<file path="src/rtl/irsp_pkg.sv">
// ----------------------------------------------------------------------------
// irsp_pkg: shared definitions of the interval region status painter
// Widths, status codes, command codes, walker and sequencer types, and the
// status update rule applied to one map position.
// ----------------------------------------------------------------------------
`default_nettype none

package irsp_pkg;

  // Sizing of the status map.
  localparam int NUM_SEQS    = 16;
  localparam int MAX_SEQ_LEN = 65536;
  localparam int POS_W       = $clog2(MAX_SEQ_LEN);
  localparam int SEQ_W       = (NUM_SEQS > 1) ? $clog2(NUM_SEQS) : 1;
  localparam int ADDR_W      = SEQ_W + POS_W;
  localparam int MAP_DEPTH   = NUM_SEQS << POS_W;
  localparam int LEN_W       = $clog2(MAX_SEQ_LEN + 1);

  // Fixed field widths.
  localparam int CMD_W    = 2;
  localparam int SIDX_W   = 4;
  localparam int COORD_W  = 32;
  localparam int SLEN_W   = 17;
  localparam int CNT_W    = 17;
  localparam int NTOT_W   = 32;
  localparam int BUF_W    = 16;
  localparam int CODE_W   = 3;

  localparam logic [BUF_W-1:0]  BUF_RESET = BUF_W'(100);
  localparam logic [CNT_W-1:0]  CNT_MAX   = '1;
  localparam logic [NTOT_W-1:0] NTOT_MAX  = '1;

  // Per-position status codes.
  localparam logic [CODE_W-1:0] CODE_NONE     = 3'd0;
  localparam logic [CODE_W-1:0] CODE_TARGET   = 3'd1;
  localparam logic [CODE_W-1:0] CODE_BUFFER   = 3'd2;
  localparam logic [CODE_W-1:0] CODE_N        = 3'd3;
  localparam logic [CODE_W-1:0] CODE_TARGET_N = 3'd4;
  localparam logic [CODE_W-1:0] CODE_BUFFER_N = 3'd5;

  // Command codes.
  localparam logic [CMD_W-1:0] CMD_SET_LEN = 2'd0;
  localparam logic [CMD_W-1:0] CMD_TARGET  = 2'd1;
  localparam logic [CMD_W-1:0] CMD_NREG    = 2'd2;
  localparam logic [CMD_W-1:0] CMD_COUNT   = 2'd3;

  typedef enum logic [2:0] {
    WM_CLEAR,
    WM_TARGET,
    WM_FLANK,
    WM_NREG,
    WM_COUNT
  } walk_mode_t;

  typedef struct packed {
    logic              start;
    walk_mode_t        mode;
    logic [ADDR_W-1:0] lo;
    logic [ADDR_W-1:0] hi;
  } walk_req_t;

  typedef struct packed {
    logic             busy;
    logic             step;
    logic             done;
    logic [CNT_W-1:0] tcount;
    logic [CNT_W-1:0] bcount;
  } walk_sts_t;

  typedef enum logic [3:0] {
    CS_CLEAR,
    CS_CLEAR_WAIT,
    CS_IDLE,
    CS_DECODE,
    CS_BODY,
    CS_BODY_WAIT,
    CS_LFLANK,
    CS_LFLANK_WAIT,
    CS_RFLANK,
    CS_RFLANK_WAIT,
    CS_NREG,
    CS_NREG_WAIT,
    CS_COUNT,
    CS_COUNT_WAIT,
    CS_RESULT
  } ctrl_state_t;

  // New status code of one position for a given walk.
  function automatic logic [CODE_W-1:0] next_code(walk_mode_t mode,
                                                  logic [CODE_W-1:0] old);
    logic [CODE_W-1:0] res;
    res = old;
    unique case (mode)
      WM_CLEAR:  res = CODE_NONE;
      WM_TARGET: res = (old == CODE_N) ? CODE_TARGET_N : CODE_TARGET;
      WM_FLANK: begin
        if (old == CODE_NONE) begin
          res = CODE_BUFFER;
        end else if (old == CODE_N) begin
          res = CODE_BUFFER_N;
        end
      end
      WM_NREG:   res = (old == CODE_TARGET) ? CODE_TARGET_N : CODE_N;
      WM_COUNT:  res = old;
      default:   res = old;
    endcase
    return res;
  endfunction

endpackage

`default_nettype wire

</file>
<file path="src/rtl/irsp_walker.sv">
// ----------------------------------------------------------------------------
// irsp_walker: shared read-modify-write unit over the status map
// Walks an address range one position per cycle, reads each code, applies
// the update rule and writes it back in the following cycle, or counts codes.
// ----------------------------------------------------------------------------
`default_nettype none

module irsp_walker (
  input  wire logic                      clk,
  input  wire logic                      rst_n,
  input  wire irsp_pkg::walk_req_t       req,
  output irsp_pkg::walk_sts_t            sts,
  output logic                           ram_we,
  output logic [irsp_pkg::ADDR_W-1:0]    ram_waddr,
  output logic [irsp_pkg::CODE_W-1:0]    ram_wdata,
  output logic                           ram_re,
  output logic [irsp_pkg::ADDR_W-1:0]    ram_raddr,
  input  wire logic [irsp_pkg::CODE_W-1:0] ram_rdata
);
  import irsp_pkg::*;

  logic              active_r;
  logic [ADDR_W-1:0] addr_r;
  logic [ADDR_W-1:0] hi_r;
  walk_mode_t        mode_r;
  logic              wb_valid_r;
  logic              wb_last_r;
  logic [ADDR_W-1:0] wb_addr_r;
  logic [CNT_W-1:0]  tcnt_r;
  logic [CNT_W-1:0]  bcnt_r;
  logic              is_tgt;
  logic              is_buf;

  always_ff @(posedge clk) begin
    if (!rst_n) begin
      active_r   <= 1'b0;
      wb_valid_r <= 1'b0;
      wb_last_r  <= 1'b0;
    end else begin
      wb_valid_r <= active_r;
      wb_last_r  <= active_r && (addr_r == hi_r);
      if (req.start) begin
        active_r <= 1'b1;
      end else if (active_r && (addr_r == hi_r)) begin
        active_r <= 1'b0;
      end
    end
  end

  // Address and count datapath.
  always_ff @(posedge clk) begin
    wb_addr_r <= addr_r;
    if (req.start) begin
      addr_r <= req.lo;
      hi_r   <= req.hi;
      mode_r <= req.mode;
      tcnt_r <= '0;
      bcnt_r <= '0;
    end else begin
      if (active_r) begin
        addr_r <= addr_r + ADDR_W'(1);
      end
      if (wb_valid_r && (mode_r == WM_COUNT)) begin
        if (is_tgt && (tcnt_r != CNT_MAX)) begin
          tcnt_r <= tcnt_r + CNT_W'(1);
        end
        if (is_buf && (bcnt_r != CNT_MAX)) begin
          bcnt_r <= bcnt_r + CNT_W'(1);
        end
      end
    end
  end

  assign is_tgt = (ram_rdata == CODE_TARGET) || (ram_rdata == CODE_TARGET_N);
  assign is_buf = (ram_rdata == CODE_BUFFER) || (ram_rdata == CODE_BUFFER_N);

  assign ram_re    = active_r;
  assign ram_raddr = addr_r;
  assign ram_we    = wb_valid_r && (mode_r != WM_COUNT);
  assign ram_waddr = wb_addr_r;
  assign ram_wdata = next_code(mode_r, ram_rdata);

  always_comb begin
    sts.busy   = active_r || wb_valid_r;
    sts.step   = wb_valid_r;
    sts.done   = wb_valid_r && wb_last_r;
    sts.tcount = tcnt_r;
    sts.bcount = bcnt_r;
  end

endmodule

`default_nettype wire

</file>
<file path="config.mk">
export PLATFORM = sky130hd
export DESIGN_NAME = irsp_walker
export DESIGN_NICKNAME = d
export VERILOG_FILES = /design/src/rtl/irsp_pkg.sv /design/src/rtl/irsp_walker.sv
export SDC_FILE = /design/constraint.sdc
export NUM_CORES = 1
export LEC_CHECK = 0
export ABC_AREA = 1
export BUFFER_PORTS_ARGS = -buffer_cell sky130_fd_sc_hd__buf_2
export CAP_MARGIN = 15
export CORE_ASPECT_RATIO = 0.7
export CORE_UTILIZATION = 48
export DETAILED_ROUTE_END_ITERATION = 16
export GPL_ROUTABILITY_DRIVEN = 0
export HOLD_SLACK_MARGIN = 0.03
export PLACE_DENSITY = 0.75
export SYNTH_ARGS = -nofsm -noshare
export SYNTH_HDL_FRONTEND = slang
export SYNTH_SLANG_ARGS = --single-unit
export TNS_END_PERCENT = 100
</file>
<file path="constraint.sdc">
create_clock -name clk -period 1.88 [get_ports clk]
set_clock_uncertainty 0.05 [all_clocks]
set_input_delay 0.188 -clock clk [delete_from_list [all_inputs] [get_ports clk]]
set_output_delay 0.188 -clock clk [all_outputs]
set_load 0.02 [all_outputs]
</file>
==> impl_metrics.env, run 1 <==
export IMPL_syn_avg_cell_area_um2=7.84
export IMPL_synth_most_common_cell="nand2_1"
export IMPL_drt_total_wl_um=14200
export IMPL_startpoint_type="flop"
export IMPL_pin_count=131
export IMPL_grt_overflow_total=0
export IMPL_cp_slowest_cell="dfxtp_4"
export IMPL_p_leak_nw=3.45
export IMPL_post_route_drc_count=0
export IMPL_critPathTopFamily="simple AND/OR/NAND/NOR gates"
export IMPL_cts_path_max_buffers=2
export IMPL_tightest_slew_ps=381
export IMPL_cp_data_arrival_time_ps=2180
export IMPL_maxSlewHeadroom=0.746
export IMPL_fin_util=0.728
export IMPL_die_area_um2=10600
export IMPL_path_class="reg2reg"
export IMPL_core_region_area_um2=9800
export IMPL_grt_usage=0.261
export IMPL_dp_hpwl_um=9480
export IMPL_first_global_vias=4520
export IMPL_cts_buffers_inserted=9
export IMPL_fin_nets=906
export IMPL_rows=30
export IMPL_port_buffers=130
export IMPL_synth_top_area_cell="edfxtp_1"
export IMPL_cts_root_buffer="clkbuf_16"
export IMPL_cts_tree="built"
export IMPL_die_y_um=86.4
export IMPL_grt_max_degree=33
export IMPL_setup_viol=25
export IMPL_cp_end_kind="flop"
export IMPL_period_share=1.06
export IMPL_cp_max_fo=5
export IMPL_async_reset_ff_frac=0
export IMPL_initial_utilization=0.498
export IMPL_clock_sinks=100
export IMPL_drtIter0Drc=348
export IMPL_synthTopCellsByCount="193 x nand2_1, 85 x inv_1, 63 x nor2_1, 57 x dfxtp_1, 43 x edfxtp_1"
export IMPL_synth_ff_type="dfxtp_1"
export IMPL_preCtsSetupSlack_ps=-147
export IMPL_ant_nets=0
export IMPL_design_area_um2=7130
export IMPL_synth_edff_count=43
export IMPL_hold_viol_final=0
export IMPL_ys_seq_elements=100
export IMPL_grt_pass1_wl_um=21300
export IMPL_crit_chain="ha_4, nand2_4, nor3_4, nand2_1, nor2_2, ha_2, nor2_4, nand3_4, buf_6, nor2_4, nand2_1, xor2_1, nor2_1"
export IMPL_cpPeakStageDelay_ps=350
export IMPL_min_path_cells=3
export IMPL_wl_per_cell_um=14.5
export IMPL_syn2layout_area_growth_pct=46.0
export IMPL_failed_checks="negative setup slack"
export IMPL_path_clk_slew_ps=70
export IMPL_drv_slew=0
export IMPL_hp_class="in2reg"
export IMPL_chipWidth_um=123
export IMPL_path_buf_inv=1
export IMPL_yosys_warnings=0
export IMPL_drive_above_1_share=0.366
export IMPL_viasPerCell=5.04
export IMPL_clock_latency_ps=350
export IMPL_power_density_nw_per_um2=721
export IMPL_crit_cells=13
export IMPL_htree_levels=3
export IMPL_status="finished, violations left"
export IMPL_timing_fmax_ghz=0.500
export IMPL_place_area_um2=5980
export IMPL_r2r_cells=13
export IMPL_postSynthCellCount=623
export IMPL_syn_area_um2=4880
export IMPL_required_ps=2060
export IMPL_ys_types=36
export IMPL_dr_pass1_iters=5
export IMPL_num_vias=4961
export IMPL_cap_violations=0
export IMPL_synth_top_area_share=0.264
export IMPL_seq_area_frac_synth=0.498
export IMPL_syn_num_nets=677
export IMPL_diodes=0
export IMPL_antenna_found_initial=0
export IMPL_period_minus_slack_ps=2000
export IMPL_ys_top_cells_by_area="edfxtp_1 26%, dfxtp_1 23%, nand2_1 15%, inv_1 6.5%, nor2_1 4.8%"
export IMPL_rsz0062_at_grt="true"
export IMPL_setup_ws_ps=-120
export IMPL_peakVddDrop_mv=0.540
-- metrics by stage --
step | cells | hold WS, ps | TNS (ps) | total power, mW
after detailed placement | 914 | 316 | -1460 | 3.27
final | 985 | 60.0 | -1100 | 5.14
after global placement | 914 | 315 | -6.25 | 3.25
after floorplan | 623 | 237 | -2.14 | 2.98
after CTS | 968 | 52.6 | -132 | 5.14
after global routing | 985 | 56.2 | -4390 | 5.36
-- worst min-delay path, stage by stage --
cell and delay (ps):
buf_2 70, nand2_1 40, nand2_1 50
-- area by class of cell --
class	count	area (um^2)
Clock buffer	9	225
Fill cell	759	2670
Clock inverter	7	62.6
Tap cell	128	160
Multi-Input combinational cell	423	2370
Timing Repair inverter	1	11.3
Timing Repair Buffer	230	1520
Sequential cell	100	2450
Inverter	87	334
-- cell families after synthesis --
| kind of cell | count (synthesis) | share of synthesized area |
|---|---|---|
| AO/OA/AOI/OAI | 56 | 0.0607 |
| flip-flops | 100 | 0.498 |
| adder cells (fa/ha/maj) | 5 | 0.0128 |
| buffers and inverters | 102 | 0.0869 |
| AND/OR/NAND/NOR | 345 | 0.314 |
| XOR/XNOR | 15 | 0.0269 |
-- power breakdown --
group          switching, mW  internal, mW
sequential            0.0979          2.42
combinational          0.502         0.306
clock                  0.890         0.930
total                   1.49          3.65
-- flip-flops by register name, indices dropped and copies added (netlist names) --
name and count:
mode_r 3, hi_r 20, bcnt_r 17, ram_re 1, ram_waddr 20, tcnt_r 17, wb_valid_r 1, wb_last_r 1
ram_raddr 20
-- path summary, 6_finish.rpt --
kind,startpoint,to,slack (ps)
hold / removal,req[33],ram_raddr[13]$_DFFE_PP_,60
setup reg to reg,tcnt_r[0]$_SDFFE_PP0P_,tcnt_r[11]$_SDFFE_PP0P_,-120
hold reg to reg,ram_raddr[19]$_DFFE_PP_,ram_waddr[19]$_DFF_P_,410
setup / recovery,tcnt_r[0]$_SDFFE_PP0P_,tcnt_r[11]$_SDFFE_PP0P_,-120
-- what timing repair did --
action / in CTS / in global routing
hold endpoints to repair: 24 / 0
buffers inserted: 12 / 16
gates cloned: 2 / 2
endpoints found under the setup margin: 33 / 43
pin swaps: 2 / 30
hold buffers: 24 / 0
resized for setup: 19 / 88
-- cells in the final DEF (no fill, tap or decap), types with 3 or more instances in the layout --
cell / count
nand3_1: 17
nor3_2: 4
nand2_2: 11
dfxtp_1: 48
nand3_2: 7
dfxtp_2: 5
o21ai_0: 12
inv_6: 4
clkbuf_16: 9
inv_8: 3
dlygate4sd3_1: 24
a21oi_2: 3
o21ai_1: 9
buf_2: 130
nand4_1: 12
xor2_1: 12
a21oi_1: 17
edfxtp_1: 43
xnor2_1: 3
buf_4: 64
nor3_1: 16
nor2_2: 8
nor2_4: 16
buf_6: 11
o21ai_2: 8
inv_1: 82
dfxtp_4: 4
nand2_1: 181
nor2_1: 53
nand2_4: 5
nor3_4: 4
a31oi_1: 3
inv_2: 4
-- per-layer routing --
layer | vias up | share of wire | GRT usage
met4 | 0 | 0.016 | 0.0887
met5 | - | 0 | 0
li1 | 2463 | - | -
met1 | 2289 | 0.44 | 0.347
met2 | 187 | 0.48 | 0.424
met3 | 22 | 0.068 | 0.0553
No activity file was read; power rests on OpenSTA's default activity.
==> run 2, diff against run 1 <==
--- a/constraint.sdc
+++ b/constraint.sdc
@@ -3,3 +3,3 @@
 set_input_delay 0.188 -clock clk [delete_from_list [all_inputs] [get_ports clk]]
 set_output_delay 0.188 -clock clk [all_outputs]
-set_load 0.02 [all_outputs]
+set_load 0.005 [all_outputs]
==> run 2 against run 1 <==
  * The flow still finishes with violations (negative setup slack)
  * Sequential cell count stayed put
  * Register-to-register slack better by 40 ps
  * Via count rose by 0.75%
  * Clock power up 6%
  * Sequential share of layout area about the same
==> impl_metrics.env, run 2 (synthesis gave the netlist of run 1 again) <==
export IMPL_min_path_cells=3
export IMPL_pin_count=131
export IMPL_drv_slew=0
export IMPL_power_density_nw_per_um2=723
export IMPL_grt_overflow_total=0
export IMPL_wl_met1_um=6430
export IMPL_post_route_drc_count=0
export IMPL_p_leak_nw=3.41
export IMPL_failed_checks="negative setup slack"
export IMPL_clock_sinks=100
export IMPL_period_share=1.05
export IMPL_viasPerCell=5.07
export IMPL_fill_cells=733
export IMPL_num_vias=4998
export IMPL_first_global_vias=4476
export IMPL_setup_viol=15
export IMPL_cts_buffers_inserted=9
export IMPL_hp_class="in2reg"
export IMPL_rsz0062_at_grt="true"
export IMPL_htree_levels=3
export IMPL_dp_hpwl_um=9550
export IMPL_diodes=0
export IMPL_clock_latency_ps=350
export IMPL_timing_fmax_ghz=0.509
export IMPL_cp_max_fo=7
export IMPL_grt_max_degree=34
export IMPL_initial_utilization=0.498
export IMPL_p_total_mw=5.13
export IMPL_ant_nets=0
export IMPL_highest_layer="met4"
export IMPL_drive_above_1_share=0.374
export IMPL_drtIter0Drc=287
export IMPL_grt_pass1_wl_um=21200
export IMPL_dr_pass1_iters=5
export IMPL_startpoint_type="flop"
export IMPL_most_common_layout_cells="181 x nand2_1, 130 x buf_2, 80 x inv_1, 70 x buf_4, 54 x nor2_1"
export IMPL_hold_viol_final=0
export IMPL_cap_violations=0
export IMPL_wl_per_cell_um=14.7
export IMPL_peakVddDrop_mv=0.548
export IMPL_status="finished, violations left"
export IMPL_required_ps=2100
export IMPL_maxSlewHeadroom=0.736
export IMPL_cts_tree="built"
export IMPL_syn2layout_area_growth_pct=45.6
export IMPL_fin_nets=907
export IMPL_die_area_um2=10600
export IMPL_wl_met3_um=1030
export IMPL_die_y_um=86.4
export IMPL_port_buffers=130
export IMPL_setup_ws_ps=-85.0
export IMPL_core_region_area_um2=9800
export IMPL_cp_end_kind="flop"
export IMPL_drt_total_wl_um=14400
export IMPL_wl_met2_um=6750
export IMPL_antenna_found_initial=0
export IMPL_grt_usage=0.260
export IMPL_mostFrequentLayoutCell="nand2_1"
export IMPL_rows=30
export IMPL_cp_data_arrival_time_ps=2190
export IMPL_place_area_um2=5950
export IMPL_design_area_um2=7110
export IMPL_setup_tns_final_ps=-440
export IMPL_chipWidth_um=123
export IMPL_tightest_slew_ps=396
export IMPL_path_class="reg2reg"
export IMPL_cts_root_buffer="clkbuf_16"
export IMPL_cts_path_max_buffers=2
export IMPL_r2r_cells=14
export IMPL_period_minus_slack_ps=1970
export IMPL_path_clk_slew_ps=70
## run 2: cell count changes in the layout (fill, tap and decap cells not counted), sizes merged
cell	change
clkinv	+2
bufinv	+1
clkinvlp	-1
buf	+2
inv	-3
## run 2: layout make-up
class                   instances  area (um^2)  area share
clock buffers                   9          225      0.0317
flip-flops and latches        100         2440       0.344
clock inverters                 7         82.6      0.0116
well taps                     128          160      0.0225
inverters                      87          339      0.0477
repair buffers                232         1510       0.213
multi-input cells             423         2340       0.330
## run 2: layer usage
metal / GRT usage / vias up
li1: - / 2450
met3: 0.0493 / 23
met2: 0.409 / 225
met4: 0.0754 / 0
met5: 0 / -
met1: 0.365 / 2300
## run 2: where the power goes
group	internal [mW]	total, mW	switching [mW]
Sequential	2.42	2.52	0.0954
Combinational	0.303	0.687	0.384
Clock	1.06	1.93	0.875
## run 2: path summary, 6_finish.rpt
| check | start | endpoint | slack, ps |
|---|---|---|---|
| setup reg to reg | bcnt_r[0]$_SDFFE_PP0P_ | bcnt_r[7]$_SDFFE_PP0P_ | -90 |
| hold reg to reg | ram_raddr[19]$_DFFE_PP_ | ram_waddr[19]$_DFF_P_ | 420 |
| setup / recovery | bcnt_r[0]$_SDFFE_PP0P_ | bcnt_r[7]$_SDFFE_PP0P_ | -90 |
| hold / removal | req[21] | ram_raddr[1]$_DFFE_PP_ | 60 |
## run 2: critical path, cell delays in order, from the launching register on
cell,delay [ps]
dfxtp_2,340
ha_4,160
nand3_2,100
nor2_4,50
inv_2,70
nor3_2,40
ha_2,170
inv_2,40
nand2_2,60
nor2_4,230
nand2_8,140
clkinv_8,100
buf_8,120
nand2_1,60
a21oi_1,160
## run 2: stage by stage
stage,util,cells,setup WS (ps),hold WS (ps)
6_report,0.725,986,-85.0,59.1
5_1_grt,0.725,986,-173,68.7
4_1_cts,0.683,969,-6.54,50.6
3_5_place_dp,0.608,913,-113,317
3_3_place_gp,0.608,913,1.38,314
2_1_floorplan,-,623,-2.83,237
## run 2: what timing repair did
item,in CTS,in global routing
endpoints found under the setup margin,32,41
gates resized for setup,20,91
hold buffers,24,0
pin swaps,10,16
buffers inserted,14,17
gates cloned,2,0
hold endpoints to repair,25,0
