### src/rtl/irsp_pkg.sv
// ----------------------------------------------------------------------------
// irsp_pkg: shared definitions of the interval region status painter
// Widths, status codes, command codes, walker and sequencer types, and the
// status update rule applied to one map position.
// ----------------------------------------------------------------------------
`default_nettype none

package irsp_pkg;

  // Sizing of the status map.
  localparam int NUM_SEQS    = 16;
  localparam int MAX_SEQ_LEN = 65536;
  localparam int POS_W       = $clog2(MAX_SEQ_LEN);
  localparam int SEQ_W       = (NUM_SEQS > 1) ? $clog2(NUM_SEQS) : 1;
  localparam int ADDR_W      = SEQ_W + POS_W;
  localparam int MAP_DEPTH   = NUM_SEQS << POS_W;
  localparam int LEN_W       = $clog2(MAX_SEQ_LEN + 1);

  // Fixed field widths.
  localparam int CMD_W    = 2;
  localparam int SIDX_W   = 4;
  localparam int COORD_W  = 32;
  localparam int SLEN_W   = 17;
  localparam int CNT_W    = 17;
  localparam int NTOT_W   = 32;
  localparam int BUF_W    = 16;
  localparam int CODE_W   = 3;

  localparam logic [BUF_W-1:0]  BUF_RESET = BUF_W'(100);
  localparam logic [CNT_W-1:0]  CNT_MAX   = '1;
  localparam logic [NTOT_W-1:0] NTOT_MAX  = '1;

  // Per-position status codes.
  localparam logic [CODE_W-1:0] CODE_NONE     = 3'd0;
  localparam logic [CODE_W-1:0] CODE_TARGET   = 3'd1;
  localparam logic [CODE_W-1:0] CODE_BUFFER   = 3'd2;
  localparam logic [CODE_W-1:0] CODE_N        = 3'd3;
  localparam logic [CODE_W-1:0] CODE_TARGET_N = 3'd4;
  localparam logic [CODE_W-1:0] CODE_BUFFER_N = 3'd5;

  // Command codes.
  localparam logic [CMD_W-1:0] CMD_SET_LEN = 2'd0;
  localparam logic [CMD_W-1:0] CMD_TARGET  = 2'd1;
  localparam logic [CMD_W-1:0] CMD_NREG    = 2'd2;
  localparam logic [CMD_W-1:0] CMD_COUNT   = 2'd3;

  typedef enum logic [2:0] {
    WM_CLEAR,
    WM_TARGET,
    WM_FLANK,
    WM_NREG,
    WM_COUNT
  } walk_mode_t;

  typedef struct packed {
    logic              start;
    walk_mode_t        mode;
    logic [ADDR_W-1:0] lo;
    logic [ADDR_W-1:0] hi;
  } walk_req_t;

  typedef struct packed {
    logic             busy;
    logic             step;
    logic             done;
    logic [CNT_W-1:0] tcount;
    logic [CNT_W-1:0] bcount;
  } walk_sts_t;

  typedef enum logic [3:0] {
    CS_CLEAR,
    CS_CLEAR_WAIT,
    CS_IDLE,
    CS_DECODE,
    CS_BODY,
    CS_BODY_WAIT,
    CS_LFLANK,
    CS_LFLANK_WAIT,
    CS_RFLANK,
    CS_RFLANK_WAIT,
    CS_NREG,
    CS_NREG_WAIT,
    CS_COUNT,
    CS_COUNT_WAIT,
    CS_RESULT
  } ctrl_state_t;

  // New status code of one position for a given walk.
  function automatic logic [CODE_W-1:0] next_code(walk_mode_t mode,
                                                  logic [CODE_W-1:0] old);
    logic [CODE_W-1:0] res;
    res = old;
    unique case (mode)
      WM_CLEAR:  res = CODE_NONE;
      WM_TARGET: res = (old == CODE_N) ? CODE_TARGET_N : CODE_TARGET;
      WM_FLANK: begin
        if (old == CODE_NONE) begin
          res = CODE_BUFFER;
        end else if (old == CODE_N) begin
          res = CODE_BUFFER_N;
        end
      end
      WM_NREG:   res = (old == CODE_TARGET) ? CODE_TARGET_N : CODE_N;
      WM_COUNT:  res = old;
      default:   res = old;
    endcase
    return res;
  endfunction

endpackage

`default_nettype wire

### src/rtl/irsp_in_if.sv
// ----------------------------------------------------------------------------
// irsp_in_if: command channel
// Valid/ready channel that carries one painter command per transfer.
// ----------------------------------------------------------------------------
`default_nettype none

interface irsp_in_if;
  import irsp_pkg::*;

  logic               valid;
  logic               ready;
  logic [CMD_W-1:0]   cmd;
  logic [SIDX_W-1:0]  seq_index;
  logic [COORD_W-1:0] start_pos;
  logic [COORD_W-1:0] end_pos;
  logic [SLEN_W-1:0]  seq_length;

  modport source (output valid, cmd, seq_index, start_pos, end_pos, seq_length,
                  input ready);
  modport sink   (input valid, cmd, seq_index, start_pos, end_pos, seq_length,
                  output ready);
endinterface

`default_nettype wire

### src/rtl/irsp_out_if.sv
// ----------------------------------------------------------------------------
// irsp_out_if: result channel
// Valid/ready channel that carries one result per transfer.
// ----------------------------------------------------------------------------
`default_nettype none

interface irsp_out_if;
  import irsp_pkg::*;

  logic              valid;
  logic              ready;
  logic [CNT_W-1:0]  target_bases;
  logic [CNT_W-1:0]  buffer_bases;
  logic [NTOT_W-1:0] n_bases_total;
  logic              seq_touched;

  modport source (output valid, target_bases, buffer_bases, n_bases_total,
                  seq_touched, input ready);
  modport sink   (input valid, target_bases, buffer_bases, n_bases_total,
                  seq_touched, output ready);
endinterface

`default_nettype wire

### src/rtl/irsp_ctrl.sv
// ----------------------------------------------------------------------------
// irsp_ctrl: command sequencer of the painter
// Holds the length table, touched flags, N total and buffer size, clips each
// interval phase against the sequence length and drives the walker.
// ----------------------------------------------------------------------------
`default_nettype none

module irsp_ctrl (
  input  wire logic                      clk,
  input  wire logic                      rst_n,
  irsp_in_if.sink                        in_chan,
  irsp_out_if.source                     out_chan,
  input  wire logic                      cfg_wr_en,
  input  wire logic [irsp_pkg::BUF_W-1:0] cfg_wr_data,
  output irsp_pkg::walk_req_t            wk_req,
  input  wire irsp_pkg::walk_sts_t       wk_sts
);
  import irsp_pkg::*;

  localparam int W33 = COORD_W + 1;

  ctrl_state_t state_r, state_nxt;

  logic [BUF_W-1:0]   buf_r;
  logic [CMD_W-1:0]   cmd_r;
  logic [SIDX_W-1:0]  seq_r;
  logic [COORD_W-1:0] start_r;
  logic [COORD_W-1:0] end_r;
  logic [SLEN_W-1:0]  newlen_r;
  logic [LEN_W-1:0]   len_r;
  logic               cnt_used_r;
  logic [NTOT_W-1:0]  ntot_r;
  logic [LEN_W-1:0]   len_tab_r [NUM_SEQS];
  logic [NUM_SEQS-1:0] touched_r;

  logic               out_valid_r;
  logic [CNT_W-1:0]   out_tgt_r;
  logic [CNT_W-1:0]   out_buf_r;
  logic [NTOT_W-1:0]  out_ntot_r;
  logic               out_touch_r;

  logic [SEQ_W-1:0]   idx;
  logic               seq_ok;
  logic [31:0]        newlen_sat;
  logic               out_load;

  // Shared clip unit inputs and outputs.
  logic               ph_en;
  logic [W33-1:0]     ph_lo;
  logic [W33-1:0]     ph_hi;
  logic [W33-1:0]     st33, en33, bf33, len33, lenm1;
  logic               clip_ok;
  logic [W33-1:0]     clip_hi;

  assign idx    = SEQ_W'(seq_r);
  assign seq_ok = (32'(seq_r) < NUM_SEQS);
  assign newlen_sat = (32'(newlen_r) > MAX_SEQ_LEN) ? 32'(MAX_SEQ_LEN) : 32'(newlen_r);

  assign st33  = W33'(start_r);
  assign en33  = W33'(end_r);
  assign bf33  = W33'(buf_r);
  assign len33 = W33'(len_r);
  assign lenm1 = len33 - W33'(1);

  // Interval bounds of the current phase, before clipping.
  always_comb begin
    ph_en = 1'b0;
    ph_lo = '0;
    ph_hi = '0;
    unique case (state_r)
      CS_BODY, CS_NREG: begin
        ph_en = 1'b1;
        ph_lo = st33;
        ph_hi = en33;
      end
      CS_LFLANK: begin
        ph_en = (start_r != '0);
        ph_lo = (st33 > bf33) ? (st33 - bf33) : '0;
        ph_hi = st33 - W33'(1);
      end
      CS_RFLANK: begin
        ph_en = (buf_r != '0);
        ph_lo = en33 + W33'(1);
        ph_hi = en33 + bf33;
      end
      CS_COUNT: begin
        ph_en = touched_r[idx];
        ph_lo = '0;
        ph_hi = lenm1;
      end
      default: begin
        ph_en = 1'b0;
      end
    endcase
  end

  assign clip_ok = ph_en && (len_r != '0) && (ph_lo <= ph_hi) && (ph_lo < len33);
  assign clip_hi = (ph_hi > lenm1) ? lenm1 : ph_hi;

  // Walker request and next state.
  always_comb begin
    state_nxt   = state_r;
    wk_req.start = 1'b0;
    wk_req.mode  = WM_CLEAR;
    wk_req.lo    = {idx, POS_W'(ph_lo)};
    wk_req.hi    = {idx, POS_W'(clip_hi)};
    unique case (state_r)
      CS_CLEAR: begin
        wk_req.start = 1'b1;
        wk_req.lo    = '0;
        wk_req.hi    = ADDR_W'(MAP_DEPTH - 1);
        state_nxt    = CS_CLEAR_WAIT;
      end
      CS_CLEAR_WAIT: if (wk_sts.done) state_nxt = CS_IDLE;
      CS_IDLE: if (in_chan.valid) state_nxt = CS_DECODE;
      CS_DECODE: begin
        if (!seq_ok) begin
          state_nxt = CS_RESULT;
        end else begin
          unique case (cmd_r)
            CMD_SET_LEN: state_nxt = CS_RESULT;
            CMD_TARGET:  state_nxt = CS_BODY;
            CMD_NREG:    state_nxt = CS_NREG;
            CMD_COUNT:   state_nxt = CS_COUNT;
            default:     state_nxt = CS_RESULT;
          endcase
        end
      end
      CS_BODY: begin
        wk_req.start = clip_ok;
        wk_req.mode  = WM_TARGET;
        state_nxt    = clip_ok ? CS_BODY_WAIT : CS_LFLANK;
      end
      CS_BODY_WAIT: if (wk_sts.done) state_nxt = CS_LFLANK;
      CS_LFLANK: begin
        wk_req.start = clip_ok;
        wk_req.mode  = WM_FLANK;
        state_nxt    = clip_ok ? CS_LFLANK_WAIT : CS_RFLANK;
      end
      CS_LFLANK_WAIT: if (wk_sts.done) state_nxt = CS_RFLANK;
      CS_RFLANK: begin
        wk_req.start = clip_ok;
        wk_req.mode  = WM_FLANK;
        state_nxt    = clip_ok ? CS_RFLANK_WAIT : CS_RESULT;
      end
      CS_RFLANK_WAIT: if (wk_sts.done) state_nxt = CS_RESULT;
      CS_NREG: begin
        wk_req.start = clip_ok;
        wk_req.mode  = WM_NREG;
        state_nxt    = clip_ok ? CS_NREG_WAIT : CS_RESULT;
      end
      CS_NREG_WAIT: if (wk_sts.done) state_nxt = CS_RESULT;
      CS_COUNT: begin
        wk_req.start = clip_ok;
        wk_req.mode  = WM_COUNT;
        state_nxt    = clip_ok ? CS_COUNT_WAIT : CS_RESULT;
      end
      CS_COUNT_WAIT: if (wk_sts.done) state_nxt = CS_RESULT;
      CS_RESULT: if (!out_valid_r || out_chan.ready) state_nxt = CS_IDLE;
      default: state_nxt = CS_IDLE;
    endcase
  end

  always_ff @(posedge clk) begin
    if (!rst_n) begin
      state_r <= CS_CLEAR;
    end else begin
      state_r <= state_nxt;
    end
  end

  assign out_load = (state_r == CS_RESULT) && (!out_valid_r || out_chan.ready);

  // Control and architectural state.
  always_ff @(posedge clk) begin
    if (!rst_n) begin
      buf_r       <= BUF_RESET;
      ntot_r      <= '0;
      touched_r   <= '0;
      out_valid_r <= 1'b0;
      cnt_used_r  <= 1'b0;
      for (int i = 0; i < NUM_SEQS; i++) begin
        len_tab_r[i] <= '0;
      end
    end else begin
      if (cfg_wr_en) begin
        buf_r <= cfg_wr_data;
      end
      if (out_load) begin
        out_valid_r <= 1'b1;
      end else if (out_chan.ready) begin
        out_valid_r <= 1'b0;
      end
      if (state_r == CS_DECODE) begin
        cnt_used_r <= 1'b0;
        if (seq_ok) begin
          if (cmd_r == CMD_SET_LEN) begin
            len_tab_r[idx] <= LEN_W'(newlen_sat);
          end
          if ((cmd_r == CMD_TARGET) || (cmd_r == CMD_NREG)) begin
            touched_r[idx] <= 1'b1;
          end
        end
      end
      if ((state_r == CS_COUNT) && clip_ok) begin
        cnt_used_r <= 1'b1;
      end
      if ((state_r == CS_NREG_WAIT) && wk_sts.step && (ntot_r != NTOT_MAX)) begin
        ntot_r <= ntot_r + NTOT_W'(1);
      end
    end
  end

  // Command capture and result payload.
  always_ff @(posedge clk) begin
    if ((state_r == CS_IDLE) && in_chan.valid) begin
      cmd_r    <= in_chan.cmd;
      seq_r    <= in_chan.seq_index;
      start_r  <= in_chan.start_pos;
      end_r    <= in_chan.end_pos;
      newlen_r <= in_chan.seq_length;
    end
    if (state_r == CS_DECODE) begin
      len_r <= len_tab_r[idx];
    end
    if (out_load) begin
      out_tgt_r   <= cnt_used_r ? wk_sts.tcount : '0;
      out_buf_r   <= cnt_used_r ? wk_sts.bcount : '0;
      out_ntot_r  <= ntot_r;
      out_touch_r <= seq_ok && touched_r[idx];
    end
  end

  assign in_chan.ready          = (state_r == CS_IDLE);
  assign out_chan.valid         = out_valid_r;
  assign out_chan.target_bases  = out_tgt_r;
  assign out_chan.buffer_bases  = out_buf_r;
  assign out_chan.n_bases_total = out_ntot_r;
  assign out_chan.seq_touched   = out_touch_r;

endmodule

`default_nettype wire

### src/flat_wrapper.sv
// flat-port wrapper written by rule: the top's interface ports become plain ports
module irsp_ctrl_flat import irsp_pkg::*;
  (clk, rst_n, cfg_wr_en, cfg_wr_data, wk_req, wk_sts, in_chan_valid, in_chan_cmd, in_chan_seq_index, in_chan_start_pos, in_chan_end_pos, in_chan_seq_length, in_chan_ready, out_chan_valid, out_chan_target_bases, out_chan_buffer_bases, out_chan_n_bases_total, out_chan_seq_touched, out_chan_ready);
  irsp_in_if in_chan_i ();
  irsp_out_if out_chan_i ();
  input  wire logic clk;
  input  wire logic rst_n;
  input  wire logic cfg_wr_en;
  input  wire logic [irsp_pkg::BUF_W-1:0] cfg_wr_data;
  output irsp_pkg::walk_req_t wk_req;
  input  wire irsp_pkg::walk_sts_t wk_sts;
  input wire logic [$bits(in_chan_i.valid)-1:0] in_chan_valid;
  input wire logic [$bits(in_chan_i.cmd)-1:0] in_chan_cmd;
  input wire logic [$bits(in_chan_i.seq_index)-1:0] in_chan_seq_index;
  input wire logic [$bits(in_chan_i.start_pos)-1:0] in_chan_start_pos;
  input wire logic [$bits(in_chan_i.end_pos)-1:0] in_chan_end_pos;
  input wire logic [$bits(in_chan_i.seq_length)-1:0] in_chan_seq_length;
  output wire logic [$bits(in_chan_i.ready)-1:0] in_chan_ready;
  output wire logic [$bits(out_chan_i.valid)-1:0] out_chan_valid;
  output wire logic [$bits(out_chan_i.target_bases)-1:0] out_chan_target_bases;
  output wire logic [$bits(out_chan_i.buffer_bases)-1:0] out_chan_buffer_bases;
  output wire logic [$bits(out_chan_i.n_bases_total)-1:0] out_chan_n_bases_total;
  output wire logic [$bits(out_chan_i.seq_touched)-1:0] out_chan_seq_touched;
  input wire logic [$bits(out_chan_i.ready)-1:0] out_chan_ready;
  assign in_chan_i.valid = in_chan_valid;
  assign in_chan_i.cmd = in_chan_cmd;
  assign in_chan_i.seq_index = in_chan_seq_index;
  assign in_chan_i.start_pos = in_chan_start_pos;
  assign in_chan_i.end_pos = in_chan_end_pos;
  assign in_chan_i.seq_length = in_chan_seq_length;
  assign in_chan_ready = in_chan_i.ready;
  assign out_chan_valid = out_chan_i.valid;
  assign out_chan_target_bases = out_chan_i.target_bases;
  assign out_chan_buffer_bases = out_chan_i.buffer_bases;
  assign out_chan_n_bases_total = out_chan_i.n_bases_total;
  assign out_chan_seq_touched = out_chan_i.seq_touched;
  assign out_chan_i.ready = out_chan_ready;
  irsp_ctrl u_core (.clk(clk), .rst_n(rst_n), .in_chan(in_chan_i), .out_chan(out_chan_i), .cfg_wr_en(cfg_wr_en), .cfg_wr_data(cfg_wr_data), .wk_req(wk_req), .wk_sts(wk_sts));
endmodule
### config.mk
export PLATFORM = sky130hd
export DESIGN_NAME = irsp_ctrl_flat
export DESIGN_NICKNAME = d
export VERILOG_FILES = /design/src/rtl/irsp_pkg.sv /design/src/rtl/irsp_in_if.sv /design/src/rtl/irsp_out_if.sv /design/src/rtl/irsp_ctrl.sv /design/src/flat_wrapper.sv
export SDC_FILE = /design/constraint.sdc
export NUM_CORES = 1
export LEC_CHECK = 0
export BUFFER_PORTS_ARGS = -buffer_cell sky130_fd_sc_hd__buf_4
export CORE_ASPECT_RATIO = 1.2
export CORE_UTILIZATION = 50
export CTS_CLUSTER_DIAMETER = 30
export DETAILED_ROUTE_END_ITERATION = 10
export PLACE_DENSITY = 0.73
export SLEW_MARGIN = 10
export SYNTH_ARGS = -nofsm -noshare
export SYNTH_HDL_FRONTEND = slang
export SYNTH_SLANG_ARGS = --single-unit
### constraint.sdc
create_clock -name clk -period 6.66 [get_ports clk]
set_input_delay 0.333 -clock clk [delete_from_list [all_inputs] [get_ports clk]]
set_output_delay 0.333 -clock clk [all_outputs]
set_load 0.01 [all_outputs]
==> flow_summary_export.csv, run 1 <==
group,metric,value,unit
clocking,clock_path_buffers,3,
flow_run,max_cap_violations,0,
cells_and_area,fin_cells,3652,
sta,slew_violations,0,
sta,worst_pin_slew,1111,ps
pwr,p_per_area,358.5,nW/um^2
logic_synthesis,synth_top_cells_by_count,"edfxtp_1, nor2_1, nand2_1",
logic_synthesis,synth-edff-count,443,
setup_path,cp_max_fo,7,
placed_design,gp_congestion,1.025,
grt,grt_max_degree,71,
drt,final_antenna_net_count,0,
drt,dr.pass1.iters,6,
floorplan,dieHeight,259.9,um
sta,period_needed,6662,ps
floorplan,io_pins,258,
clocking,clk_pin_slew,50,ps
min_path,min_path_type,"in2reg",
clocking,ctsRootBufferMaster,"clkbuf_16",
drt,wl_per_cell,23.91,um
logic_synthesis,synthCells,2438,
sta,grt_setup_unrepaired,"true",
pwr,peakVddDrop,283.7,uV
sta,setup_ws,-2.250,ps
cells_and_area,drive_gt1_frac,0.2237,
sta,setup_viol,1,
setup_path,rrSetupSlack,990,ps
cells_and_area,antenna_cells,0,
placed_design,dp.cells,3343,
grt,grt_usage,0.3073,
drt,route.detailed.drc,0,
setup_path,cp-start-kind,"flip-flop",
logic_synthesis,avgSynthCellArea,11.36,sq um
logic_synthesis,synthesis.nets,2705,
logic_synthesis,ys.warnings.count,0,
floorplan,core,54810,sq um
drt,routed_wl,87.32,mm
setup_path,crit_required,6330,ps
drt,drt_iter0_drc,2276,
logic_synthesis,netlist.top_cell.by_area,"edfxtp_1",
clocking,numCtsBuffers,89,
logic_synthesis,synth-seq-cells,513,
logic_synthesis,synth_top_flop_cell,"edfxtp_1",
placed_design,hpwlAfterDp,59.28,mm
sta,fmax,150.1,MHz
clocking,cts.sinks,513,
drt,detailroute.via_count,22230,
logic_synthesis,syn_area,27700,sq um
clocking,cts_tree,"yes",
logic_synthesis,synth-async-reset-ratio,0,
floorplan,num_rows,94,
drt,routed_via_density,6.087,
grt,antenna_found_initial,1,
logic_synthesis,synth_top_cell_area_share,0.4802,
cells_and_area,finish.net_count,3123,
pwr,p_leak,13.53,nW
status,violations,"setup timing",
logic_synthesis,yosys-top-cells-area,"edfxtp_1, mux4_2, ha_1",
logic_synthesis,ys_seq_area_frac,0.5308,
logic_synthesis,synth.most_common_cell,"edfxtp_1",
clocking,htreeDepth,3,
status,status,"complete, but fails checks",
sta,setup_tns,-2.250,ps
setup_path,critPathKind,"reg2out",
logic_synthesis,synth_cell_types,82,
placed_design,io_buffer_count,256,
grt,gr-total-overflow,0,
setup_path,cp-end-kind,"output port",
floorplan,start_util,0.5055,
sta,hold_viol_final,0,
floorplan,die_area,56360,sq um
setup_path,crit_arrival,6330,ps
grt,grt_first_pass_wirelength,130.4,mm
floorplan,die_width,216.9,um
sta,post-route-period-util,1.000,
cells_and_area,fillerInstances,4007,
sta,relSlewSlack,0.2595,
sta,fin_skew,40.71,ps
grt,grt_pass1_vias,22586,
cells_and_area,synthToLayoutAreaGrowth,27.78,%
clocking,worstSkewPairLatency,660,ps
-- power by group --
part           total (W)  leakage, nW  internal, W  switching (W)
clock            0.00488         1.59      0.00316        0.00172
sequential       0.00387         4.86      0.00368       0.000194
combinational    0.00394         7.08      0.00171        0.00223
-- layer usage --
layer / vias up / global-route usage / share of wire
met2: 1181 / 0.5311 / 0.50
met3: 328 / 0.05392 / 0.075
met4: 0 / 0.2117 / 0.067
li1: 9881 / - / -
met5: - / 0 / 0
met1: 10840 / 0.3465 / 0.35
-- placed cells by master, fill, tap and decap left out, types with 10 or more instances in the layout --
cell type        n
a21o_1          26
dlygate4sd3_1  124
inv_6           10
o221ai_1        17
o211ai_1        13
xnor2_1         82
nor3_1          29
or4_1           13
xor2_1          40
and3_1          15
mux2_2          15
or2_2           11
inv_1           90
nor4_1          31
buf_4          329
clkinv_4        10
clkbuf_16       95
mux2i_1         19
nand2b_1        20
a22oi_1         14
and4_1          17
or3_1           16
and2_1          73
dfxtp_1         69
ha_1           120
bufinv_16       12
nand2_1        176
nor2_1         371
a21oi_1         91
nand4_1         40
nand3_1         50
o21a_1          16
mux4_2          89
o21ai_0         75
edfxtp_1       443
nor2b_1         52
-- per-stage QoR --
step	total power, W	util	area [sq um]	hold WS, ps	worst slack (ps)
after floorplan	0.005935	-	27700	408.2	996.5
after global placement	0.007319	0.5569	30520	422.8	520.2
after detailed placement	0.007401	0.5569	30520	419.3	367.9
after CTS	0.01239	0.6413	35150	0.5381	17.80
after global routing	0.01312	0.6459	35400	19.90	-174.5
final	0.01269	0.6459	35400	8.936	-2.250
-- worst paths after layout --
path / startpoint / to / depth (start not counted)
worst max-delay path: u_core.start_r[13] / wk_req[43] / 18
worst min-delay path: wk_sts[26] / u_core.out_chan.target_bases[9] / 2
worst max register to register: u_core.start_r[13] / u_core.state_r[0] / 17
worst min register to register: u_core.ntot_r[25] / u_core.out_chan.n_bases_total[25] / 0
-- state kept, by name, summed over array words and instances (netlist names) --
signal / flops
u_core.out_chan.target_bases: 17
u_core.out_chan.valid: 1
u_core.buf_r: 16
u_core.out_chan.buffer_bases: 17
u_core.state_r: 4
u_core.start_r: 32
u_core.ntot_r: 32
u_core.idx: 4
u_core.len_tab_r: 272
u_core.len_r: 17
u_core.out_chan.seq_touched: 1
u_core.cmd_r: 2
u_core.touched_r: 16
u_core.newlen_r: 17
u_core.cnt_used_r: 1
u_core.end_r: 32
u_core.out_chan.n_bases_total: 32
-- worst max-delay path, stage by stage (launching register included) --
cell and delay [ps]:
edfxtp_1 550, ha_1 460, nand3_1 280, nor3_2 410
and4b_1 270, nor2_1 120, o21a_1 210, buf_4 190
a221o_1 360, ha_1 320, and4_1 250, or4bb_4 570
or4_1 440, and3_1 230, nand4_1 90, and4bb_1 280
and2_1 230, or2_2 270, buf_4 160
-- cells by family after synthesis --
| family | count (synthesis) | synth area share |
|---|---|---|
| and+or+nand+nor | 961 | 0.1691 |
| DFF | 513 | 0.5308 |
| AOI/OAI and AO/OA | 372 | 0.08916 |
| buffers and inverters | 221 | 0.03012 |
| muxes | 125 | 0.08604 |
| xor gates and xnor gates | 124 | 0.03920 |
| adders and majority gates | 122 | 0.05564 |
-- timing repair --
item,4_1_cts,5_1_grt
buffers inserted,5,12
hold buffers,124,0
gates resized for setup,16,40
pin swaps,2,19
cloned,0,1
endpoints found under the hold margin,124,0
setup endpoints to repair,17,17
-- area by class of cell --
cell class	count	area, sq um	area share
clock buffers	104	2451	0.06924
clock inverters	63	833.3	0.02354
inverters	90	337.8	0.009543
multi-input cells	1704	12390	0.3500
flip-flops and latches	513	14710	0.4154
well taps	720	900.9	0.02545
repair buffers	458	3780	0.1068
No activity file was read; power rests on OpenSTA's default activity.
==> inputs of run 2 (changes only) <==
SKIP_CTS_REPAIR_TIMING = 1   (was unset)
TNS_END_PERCENT = 20   (was unset)
clock period = 8.2 ns   (was 6.66 ns; I/O delays follow)
==> run 2 against run 1 <==
  * The flow now finishes without violations
  * Final area down 3.4%
  * Hold slack better by 3.5 ps
  * Worst setup slack better by 230 ps
  * First-iteration DRC count down 12%
  * Count of clock-buffer cells in the layout unchanged
  * Non-clock buffer count down 92
  * Combinational power down 28%
  * Critical path type unchanged
  * Via count down 2.9%
  * Sequential power down 19%
  * Total power down 24%
  * Core utilization down 2.2 points
==> flow_summary_export.csv, run 2 (synthesis gave the netlist of run 1 again) <==
group,metric,value,unit
floorplan,start_util,0.5055,
cells_and_area,antenna_cells,0,
clocking,clock_path_buffers,3,
setup_path,crit_path_max_incr_delay,660,ps
grt,grt_pass1_vias,21330,
setup_path,crit_required,7790,ps
floorplan,die_width,216.9,um
cells_and_area,layout_commonest_cell,"edfxtp_1",
grt,grt_first_pass_wirelength,126.3,mm
drt,detailroute.via_count,21581,
sta,hold_viol_final,0,
sta,setup_ws,230.3,ps
placed_design,io_buffer_count,256,
floorplan,dieHeight,259.9,um
clocking,cts.sinks,513,
setup_path,crit_slowest_cell,"o21ai_0",
sta,worst_pin_slew,1148,ps
placed_design,hpwlAfterDp,60.66,mm
setup_path,crit_chain,"ha_1, nand4_1, nor3_1, o221ai_1, a31oi_2, o21ai_4, o21ai_0, ha_1, a21oi_1, o21a_1, nor2b_1, or4bb_1, o311ai_0, a211oi_1, and3_1, nand4_1, and4bb_1, and2_1, or2_2, buf_4",
clocking,ctsRootBufferMaster,"clkbuf_16",
drt,wl_per_cell,24.15,um
floorplan,io_pins,258,
placed_design,pre_cts_slack,1030,ps
setup_path,cp-end-kind,"output port",
sta,setup_tns,0,ps
sta,slew_violations,0,
floorplan,core,54810,sq um
grt,antenna_found_initial,1,
grt,grt_max_degree,88,
clocking,worstSkewPairLatency,660,ps
clocking,cts_tree,"yes",
cells_and_area,synthToLayoutAreaGrowth,23.42,%
sta,period_needed,7970,ps
grt,grt_usage,0.2996,
setup_path,critPathKind,"reg2out",
drt,routed_wl,85.95,mm
setup_path,crit_arrival,7560,ps
setup_path,cp-start-kind,"flip-flop",
status,status,"complete, no violations",
setup_path,cp_max_fo,24,
sta,holdWs,12.45,ps
cells_and_area,fillerInstances,4198,
sta,fmax,125.5,MHz
setup_path,path_delay_family,"compound AO/OA/AOI/OAI gates",
drt,dr.pass1.iters,8,
grt,gr-total-overflow,0,
cells_and_area,top_register,"u_core.len_tab_r",
cells_and_area,multi_input_comb_area,12210,sq um
pwr,peakVddDrop,253.7,uV
clocking,htreeDepth,3,
drt,drt_iter0_drc,2004,
placed_design,gp_congestion,0.9865,
sta,setup_viol,0,
clocking,numCtsBuffers,90,
drt,final_antenna_net_count,0,
cells_and_area,seq_area,14700,sq um
drt,routed_via_density,6.064,
cells_and_area,largest_reg_flops,272,
floorplan,num_rows,94,
pwr,p_per_area,283.2,nW/um^2
pwr,p_leak,12.94,nW
pwr,total_power,0.009681,W
min_path,min_path_type,"in2reg",
flow_run,max_cap_violations,0,
cells_and_area,finish.net_count,3032,
sta,post-route-period-util,0.9719,
floorplan,die_area,56360,sq um
sta,relSlewSlack,0.2330,
cells_and_area,final_cell_mix,"edfxtp_1, nor2_1, buf_4, nand2_1, ha_1",
clocking,clk_pin_slew,50,ps
setup_path,path_buf_inv,1,
cells_and_area,drive_gt1_frac,0.1980,
drt,route.detailed.drc,0,
sta,fin_skew,41.64,ps
==> run 2: area by class of cell <==
cell class / instances / share of cell area
clock buffers: 104 / 0.07052
repair buffers: 366 / 0.08651
clock inverters: 62 / 0.01965
well taps: 720 / 0.02635
multi-input cells: 1704 / 0.3570
inverters: 90 / 0.009881
flip-flops and latches: 513 / 0.4301
==> run 2: path summary, 6_finish.rpt <==
kind / start / depth (start not counted) / end / slack, ps
setup / recovery: u_core.start_r[6] / 20 / wk_req[43] / 230
hold / removal: in_chan_start_pos[16] / 1 / u_core.start_r[16] / 10
setup reg to reg: u_core.start_r[6] / 19 / u_core.state_r[0] / 1300
hold reg to reg: u_core.ntot_r[25] / 0 / u_core.out_chan.n_bases_total[25] / 440
==> run 2: report_power, final <==
group / leakage (nW) / total [W] / internal (W) / switching (W)
clock: 1.48 / 0.00370 / 0.00236 / 0.00134
combinational: 6.61 / 0.00283 / 0.00115 / 0.00168
sequential: 4.86 / 0.00315 / 0.00299 / 0.000156
total: 12.9 / 0.00968 / 0.00650 / 0.00318
==> run 2: metal layers <==
metal / GRT usage / vias up / share of wire
met4: 0.2212 / 2 / 0.071
li1: - / 9732 / -
met5: 0 / - / 0.00015
met3: 0.04737 / 290 / 0.069
met2: 0.5168 / 1145 / 0.50
met1: 0.3360 / 10412 / 0.36
==> run 2: through the flow <==
stage	std cells	area [sq um]	utilization
CTS	3475	33340	0.6083
finish	3559	34190	0.6238
global placement	3309	30250	0.5520
floorplan	2438	27700	-
detailed placement	3309	30250	0.5520
global route	3559	34190	0.6238
